**src/rtl/pf_pkg.sv**
```systemverilog
// pf_pkg: widths, derived constants and controller states for the prime factorizer
// no dependencies; used by prime_factorizer.sv
package pf_pkg;

	// width of the value to factor and of each factor
	localparam int VALUE_BITS = 31;
	// stream data width, value packed from bit 0 and zero filled to whole bytes
	localparam int TDATA_BITS = ((VALUE_BITS + 7) / 8) * 8;
	// width of floor(sqrt(value))
	localparam int ROOT_BITS = (VALUE_BITS + 1) / 2;
	// trial divisor runs up to root + 1
	localparam int DIV_BITS = ROOT_BITS + 1;
	// bit counter for the serial divide and square root
	localparam int CNT_BITS = $clog2(VALUE_BITS);
	// first trial divisor
	localparam int FIRST_DIVISOR = 2;

	typedef enum logic [2:0] {
		ST_IDLE,
		ST_ROOT,
		ST_CHECK,
		ST_DIV,
		ST_FOUND,
		ST_FLUSH
	} state_t;

endpackage

```
**src/rtl/prime_factorizer.sv**
```systemverilog
// prime_factorizer: trial division factorization with a bit serial divider and square root
// depends on pf_pkg for widths and the controller state type
//
// Usage:
//  s_* channel takes one value (s_tdata bits 30:0) per transfer; the block accepts a
//  new value only when the previous one has been fully factored and its last result
//  has been loaded into the output register.
//  m_* channel returns the prime factors in ascending order with repeats, one per
//  transfer; m_tlast marks the final factor of a value. Values 0 and 1 give a single
//  transfer with factor 0, m_tuser (none) and m_tlast set.
//  Search: a two-bit-per-cycle square root gives the divisor bound, then each trial
//  divisor costs one bound check plus a restoring divide, one quotient bit per
//  cycle, and each factor found adds a step in ST_FOUND. A large prime needs about
//  46340 trials.
//  Throughput: one value at a time.
//  Reset: arst_n clears the controller and the output valid; the block comes up idle.
//  Stall: the output is a single register; while m_tready is low and a result is waiting,
//  the search pauses at the next factor found or the flush until the transfer completes.
module prime_factorizer (
	input  logic                            clk,
	input  logic                            arst_n,
	input  logic                            s_tvalid,
	output logic                            s_tready,
	input  logic [pf_pkg::TDATA_BITS-1:0]   s_tdata,   // [30:0] value, rest zero
	output logic                            m_tvalid,
	input  logic                            m_tready,
	output logic [pf_pkg::TDATA_BITS-1:0]   m_tdata,   // [30:0] factor, rest zero
	output logic                            m_tlast,
	output logic                            m_tuser    // [0] none
);

	localparam int VB = pf_pkg::VALUE_BITS;
	localparam int RB = pf_pkg::ROOT_BITS;
	localparam int DB = pf_pkg::DIV_BITS;
	localparam int CB = pf_pkg::CNT_BITS;

	pf_pkg::state_t state_q, state_d;

	logic [VB-1:0]   rem_q, rem_d;
	logic [VB-1:0]   dvd_q, dvd_d;
	logic [DB-1:0]   part_q, part_d;
	logic [DB-1:0]   div_q, div_d;
	logic [RB-1:0]   root_q, root_d;
	logic [2*RB-1:0] sq_val_q, sq_val_d;
	logic [RB:0]     sq_rem_q, sq_rem_d;
	logic [CB-1:0]   cnt_q, cnt_d;
	logic [VB-1:0]   held_q, held_d;
	logic            pending_q, pending_d;
	logic            m_tvalid_q, m_tvalid_d;
	logic [VB-1:0]   m_factor_q, m_factor_d;
	logic            m_last_q, m_last_d;
	logic            m_none_q, m_none_d;

	logic            out_free;
	logic            rem_gt1;
	logic [RB+2:0]   sq_shift;
	logic [RB+2:0]   sq_trial;
	logic            sq_ge;
	logic [DB:0]     dv_shift;
	logic            dv_ge;
	logic [DB:0]     dv_sub;
	logic [VB-1:0]   in_value;

	assign in_value = s_tdata[VB-1:0];
	assign out_free = !m_tvalid_q || m_tready;
	assign rem_gt1  = |rem_q[VB-1:1];

	// square root digit step: two value bits per cycle
	assign sq_shift = {sq_rem_q, sq_val_q[2*RB-1 -: 2]};
	assign sq_trial = (RB+3)'({root_q, 2'b01});
	assign sq_ge    = sq_shift >= sq_trial;

	// restoring divide step: one quotient bit per cycle
	assign dv_shift = {part_q, dvd_q[VB-1]};
	assign dv_ge    = dv_shift >= (DB+1)'(div_q);
	assign dv_sub   = dv_shift - (DB+1)'(div_q);

	// next state and datapath control
	always_comb begin
		state_d    = state_q;
		rem_d      = rem_q;
		dvd_d      = dvd_q;
		part_d     = part_q;
		div_d      = div_q;
		root_d     = root_q;
		sq_val_d   = sq_val_q;
		sq_rem_d   = sq_rem_q;
		cnt_d      = cnt_q;
		held_d     = held_q;
		pending_d  = pending_q;
		m_tvalid_d = m_tvalid_q && !m_tready;
		m_factor_d = m_factor_q;
		m_last_d   = m_last_q;
		m_none_d   = m_none_q;
		s_tready   = 1'b0;

		unique case (state_q)
			pf_pkg::ST_IDLE: begin
				s_tready = 1'b1;
				if (s_tvalid) begin
					rem_d     = in_value;
					held_d    = '0;
					pending_d = 1'b0;
					div_d     = DB'(pf_pkg::FIRST_DIVISOR);
					cnt_d     = '0;
					sq_val_d  = (2*RB)'(in_value);
					sq_rem_d  = '0;
					root_d    = '0;
					state_d   = (|in_value[VB-1:1]) ? pf_pkg::ST_ROOT : pf_pkg::ST_FLUSH;
				end
			end
			pf_pkg::ST_ROOT: begin
				sq_val_d = {sq_val_q[2*RB-3:0], 2'b00};
				if (sq_ge) begin
					sq_rem_d = (RB+1)'(sq_shift - sq_trial);
					root_d   = {root_q[RB-2:0], 1'b1};
				end else begin
					sq_rem_d = (RB+1)'(sq_shift);
					root_d   = {root_q[RB-2:0], 1'b0};
				end
				cnt_d = cnt_q + 1'b1;
				if (cnt_q == CB'(RB - 1)) begin
					cnt_d   = '0;
					state_d = pf_pkg::ST_CHECK;
				end
			end
			pf_pkg::ST_CHECK: begin
				if (rem_gt1 && (div_q <= DB'(root_q))) begin
					dvd_d   = rem_q;
					part_d  = '0;
					cnt_d   = '0;
					state_d = pf_pkg::ST_DIV;
				end else begin
					state_d = pf_pkg::ST_FLUSH;
				end
			end
			pf_pkg::ST_DIV: begin
				part_d = dv_ge ? DB'(dv_sub) : DB'(dv_shift);
				dvd_d  = {dvd_q[VB-2:0], dv_ge};
				cnt_d  = cnt_q + 1'b1;
				if (cnt_q == CB'(VB - 1)) begin
					cnt_d = '0;
					if (part_d == '0) begin
						state_d = pf_pkg::ST_FOUND;
					end else begin
						div_d   = div_q + 1'b1;
						state_d = pf_pkg::ST_CHECK;
					end
				end
			end
			pf_pkg::ST_FOUND: begin
				// hold the new factor back; release the previous one as not last
				if (!pending_q || out_free) begin
					if (pending_q) begin
						m_tvalid_d = 1'b1;
						m_factor_d = held_q;
						m_last_d   = 1'b0;
						m_none_d   = 1'b0;
					end
					held_d    = VB'(div_q);
					pending_d = 1'b1;
					rem_d     = dvd_q;
					state_d   = pf_pkg::ST_CHECK;
				end
			end
			pf_pkg::ST_FLUSH: begin
				if (rem_gt1) begin
					// leftover remainder is the largest prime factor
					if (!pending_q || out_free) begin
						if (pending_q) begin
							m_tvalid_d = 1'b1;
							m_factor_d = held_q;
							m_last_d   = 1'b0;
							m_none_d   = 1'b0;
						end
						held_d    = rem_q;
						pending_d = 1'b1;
						rem_d     = VB'(1);
					end
				end else if (out_free) begin
					m_tvalid_d = 1'b1;
					m_factor_d = held_q;
					m_last_d   = 1'b1;
					m_none_d   = !pending_q;
					state_d    = pf_pkg::ST_IDLE;
				end
			end
			default: begin
				state_d = pf_pkg::ST_IDLE;
			end
		endcase
	end

	// control registers
	always_ff @(posedge clk or negedge arst_n) begin
		if (!arst_n) begin
			state_q    <= pf_pkg::ST_IDLE;
			pending_q  <= 1'b0;
			m_tvalid_q <= 1'b0;
		end else begin
			state_q    <= state_d;
			pending_q  <= pending_d;
			m_tvalid_q <= m_tvalid_d;
		end
	end

	// datapath registers
	always_ff @(posedge clk) begin
		rem_q      <= rem_d;
		dvd_q      <= dvd_d;
		part_q     <= part_d;
		div_q      <= div_d;
		root_q     <= root_d;
		sq_val_q   <= sq_val_d;
		sq_rem_q   <= sq_rem_d;
		cnt_q      <= cnt_d;
		held_q     <= held_d;
		m_factor_q <= m_factor_d;
		m_last_q   <= m_last_d;
		m_none_q   <= m_none_d;
	end

	// output transfer register
	assign m_tvalid = m_tvalid_q;
	assign m_tdata  = pf_pkg::TDATA_BITS'(m_factor_q);
	assign m_tlast  = m_last_q;
	assign m_tuser  = m_none_q;

endmodule
```
**config.mk**
```make
export PLATFORM = sky130hd
export DESIGN_NAME = prime_factorizer
export DESIGN_NICKNAME = d
export VERILOG_FILES = /design/src/rtl/pf_pkg.sv /design/src/rtl/prime_factorizer.sv
export SDC_FILE = /design/constraint.sdc
export NUM_CORES = 1
export LEC_CHECK = 0
export BUFFER_PORTS_ARGS = -buffer_cell sky130_fd_sc_hd__buf_2
export CORE_MARGIN = 2
export CORE_UTILIZATION = 43
export DETAILED_ROUTE_END_ITERATION = 7
export MAX_ROUTING_LAYER = met4
export PLACE_DENSITY = 0.62
export SKIP_LAST_GASP = 1
export SLEW_MARGIN = 15
export SYNTH_ARGS = -nofsm -noshare
export SYNTH_HDL_FRONTEND = slang
export SYNTH_SLANG_ARGS = --single-unit
```
**constraint.sdc**
```tcl
create_clock -name clk -period 10.5 [get_ports clk]
set_input_delay 1.05 -clock clk [delete_from_list [all_inputs] [get_ports clk]]
set_output_delay 1.05 -clock clk [all_outputs]
set_load 0.03 [all_outputs]
```
==> reports/qor.tcl <==
set qor(switching_share) 0.418
set qor(postCtsHoldBufs) 0
set qor(num_io_pins) 72
set qor(synth_top_family_by_area) {simple AND/OR/NAND/NOR gates}
set qor(synthArstFlopShare) 0.0213
set qor(final_cell_mix) {sky130_fd_sc_hd__nand2_1, sky130_fd_sc_hd__edfxtp_1, sky130_fd_sc_hd__nor2_1}
set qor(layout-drive-gt1-share) 0.137
set qor(cts.htree.levels) 1
set qor(placementRows) 63
set qor(floorplan.die_area_mm2) 0.0312
set qor(critical_path.endpoint_type) {flip-flop}
set qor(status) {finished, final reports clean}
set qor(worst-slew-pin-transition_ns) 1.16
set qor(clk_path_buf_depth) 3
set qor(clock_sink_count) 235
set qor(synth_cells) 1233
set qor(track_usage) 0.212
set qor(detail_route.drc_violations) 0
set qor(startpoint_type) {flip-flop}
set qor(timing.hold.worst.class) {input pin to asynchronous set/reset pin}
set qor(vdd_ir_drop_max_uv) 174
set qor(postSynthAreaPerCell_um2) 10.4
set qor(post_cts.resized_instances) 0
set qor(power.sequential.fraction) 0.369
set qor(grt_setup_unrepaired) {false}
set qor(final-setup-viol-count) 0
set qor(die_x_um) 177
set qor(parity_gate_share_of_the_synthesized_area_counting_xor_and_xnor_cells) 0.0239
set qor(via_count) 9439
set qor(fmax_mhz) 254
set qor(relSlewSlack) 0.224
set qor(placement.cell_area_mm2) 0.0136
set qor(grt_remaining_overflow) 0
set qor(antenna_violations_before_repair) 1
set qor(grt_max_degree) 66
set qor(num-nets-final) 1384
set qor(synth-compound-area-share) 0.0809
set qor(synth.net_count) 1326
set qor(finalWirelength_um) 32300
set qor(clock_skew_ns) 0.0277
set qor(most_frequent_standard_cell_in_the_layout_excluding_fill_and_tap_cells) {sky130_fd_sc_hd__nand2_1}
set qor(final-hold-violation-count) 0
set qor(drt-vias-per-instance) 5.55
set qor(core_box_area_mm2) 0.0295
set qor(rr_worst_depth) 14
set qor(vias_in_the_first_global_route) 9010
set qor(syn2layout_area_growth_pct) 12.4
set qor(clkLatencyLatePin_ns) 0.54
set qor(place_hpwl_um) 22400
set qor(worstPathArrival_ns) 4.14
set qor(buffer_ports.inserted) 69
set qor(place.gp.congestion) 0.884
set qor(initial_utilization) 0.435
set qor(final_min_period_over_clock_period) 0.375
set qor(final_cell_area_mm2) 0.0144
set qor(cp_data_required_time_ns) 10.70
set qor(switchingPower_w) 0.00218
set qor(drt_pass1_iterations) 5
set qor(ant_nets) 0
set qor(cellPowerDensity_mw_per_mm2) 362
set qor(clkTransAtPathRegs_ns) 0.06
set qor(synth_top_flop_cell) {sky130_fd_sc_hd__edfxtp_1}
set qor(postCtsSetupBuffers) 0
set qor(combPwrFrac) 0.459
set qor(fillers) 2692
set qor(initialDrtViolationCount) 966
set qor(grt_pass1_wl_um) 50300
set qor(synth_edf_count) 230
set qor(drv_cap) 0
set qor(die-height_um) 177
set qor(postLayoutCoreUtil) 0.489
set qor(tritoncts) {done}
set qor(numCtsBuffers) 26
set qor(criticalPathCategory) {flip-flop to flip-flop}
set qor(synth-warning-count) 0
set qor(ctsRootBufferMaster) {sky130_fd_sc_hd__clkbuf_16}
set qor(final.setup.tns_ns) 0
set qor(postSynthRegisterBits) 235
set qor(post_synth_mux_area_share) 0.0640
set qor(share_clk_of_total_power) 0.172
set qor(cp_max_fo) 17
set qor(synth_simple_gate_area_frac) 0.194
set qor(netlist_area_mm2) 0.0128
set qor(static-leakage-power_nw) 5.87
set qor(synth.distinct_cells) 68
set qor(synth.yosys.seq_area_share) 0.549
set qor(internal-power_w) 0.00304
set qor(finalCriticalPeriod_ns) 3.93
set qor(yosys.area_share.adder) 0.0562
set qor(routed_wire_length_per_instance_um) 19.0
set qor(slew_violations) 0
## layer usage
| layer | routed length (µm) | GRT usage |
|---|---|---|
| met1 | 15400 | 0.308 |
| met2 | 14300 | 0.312 |
| met3 | 2030 | 0.0350 |
| met4 | 613 | 0.0479 |
| met5 | 0 | - |
## through the flow
stage | setup slack [ns] | hold slack [ns] | power [W] | std cells
floorplan | 4.42 | 0.484 | 0.00369 | 1233
global placement | 6.68 | 0.489 | 0.00427 | 1653
detailed placement | 6.66 | 0.490 | 0.00432 | 1653
CTS | 6.62 | 0.331 | 0.00523 | 1701
global route | 6.35 | 0.332 | 0.00560 | 1702
finish | 6.57 | 0.333 | 0.00522 | 1702
## state kept, by name, summed over array words and instances, names as in the netlist, 16 cells and up
name,flops
sq_rem_q,17
m_factor_q,31
sq_val_q,32
div_q,17
held_q,31
rem_q,31
dvd_q,31
part_q,17
root_q,16
## power groups by stage
stage,sequential [W],combinational [W],clock [W]
2_1_floorplan,0.00187,0.00182,0
3_3_place_gp,0.00193,0.00233,0
3_5_place_dp,0.00194,0.00238,0
4_1_cts,0.00192,0.00239,0.000913
5_1_grt,0.00197,0.00268,0.000950
6_report,0.00193,0.00240,0.000901
## layout make-up
type                            count  area, µm²  share of cell area
Antenna cell                        1       2.50            0.000174
Clock buffer                       31        669              0.0464
Clock inverter                     17        169              0.0117
Inverter                           51        191              0.0133
Multi-Input combinational cell    896       5430               0.376
Sequential cell                   235       7030               0.488
Tap cell                          390        488              0.0339
Timing Repair Buffer               81        435              0.0302
## critical path, stage by stage (launching register included)
cell and delay, ns:
sky130_fd_sc_hd__edfxtp_1 0.45, sky130_fd_sc_hd__inv_1 0.14, sky130_fd_sc_hd__ha_1 0.18, sky130_fd_sc_hd__inv_1 0.05, sky130_fd_sc_hd__fa_1 0.43, sky130_fd_sc_hd__a211oi_1 0.38
sky130_fd_sc_hd__o21ai_1 0.19, sky130_fd_sc_hd__a21oi_2 0.30, sky130_fd_sc_hd__o211ai_2 0.28, sky130_fd_sc_hd__buf_4 0.32, sky130_fd_sc_hd__o21ai_1 0.12, sky130_fd_sc_hd__nor4_2 0.05
sky130_fd_sc_hd__o21a_2 0.23, sky130_fd_sc_hd__a31oi_1 0.16, sky130_fd_sc_hd__buf_4 0.28
## path summary, 6_finish.rpt
| check | endpoint | from | slack [ns] |
|---|---|---|---|
| min in group clk | sq_val_q[19] | sq_val_q[17] | 0.51 |
| worst max register to register | div_q[15] | dvd_q[30] | 6.57 |
| worst min-delay path | state_q[1] | arst_n | 0.33 |
| worst max-delay path | div_q[15] | dvd_q[30] | 6.57 |
| max in group asynchronous | state_q[0] | arst_n | 10.00 |
| worst min register to register | sq_val_q[19] | sq_val_q[17] | 0.51 |
## kinds of logic (layout without fill, tap and decap cells)
| kind of cell | count (synthesis) | after routing |
|---|---|---|
| and+or+nand+nor | 564 | 564 |
| DFF | 235 | 235 |
| AOI/OAI and AO/OA | 161 | 161 |
| buffers and inverters | 102 | 180 |
| muxes | 78 | 78 |
| adders and majority gates | 57 | 57 |
| xor gates and xnor gates | 35 | 35 |
| other | 1 | 2 |
## cells in the mapped netlist, drive strengths merged (13+ instances only)
cell / number / area share
nand3: 40 / 0.016
a211oi: 13 / 0.0076
nor3: 13 / 0.0051
clkbuf: 35 / 0.010
buf: 16 / 0.0070
a21o: 13 / 0.0076
a21oi: 44 / 0.017
mux2: 32 / 0.028
and3: 22 / 0.011
nor4: 23 / 0.012
o21ai: 40 / 0.016
nor2: 126 / 0.037
edfxtp: 230 / 0.54
nand2: 280 / 0.082
nand4: 16 / 0.0078
xnor2: 29 / 0.020
mux2i: 46 / 0.036
ha: 56 / 0.055
inv: 51 / 0.015
Power figures use the tool's default switching activity.
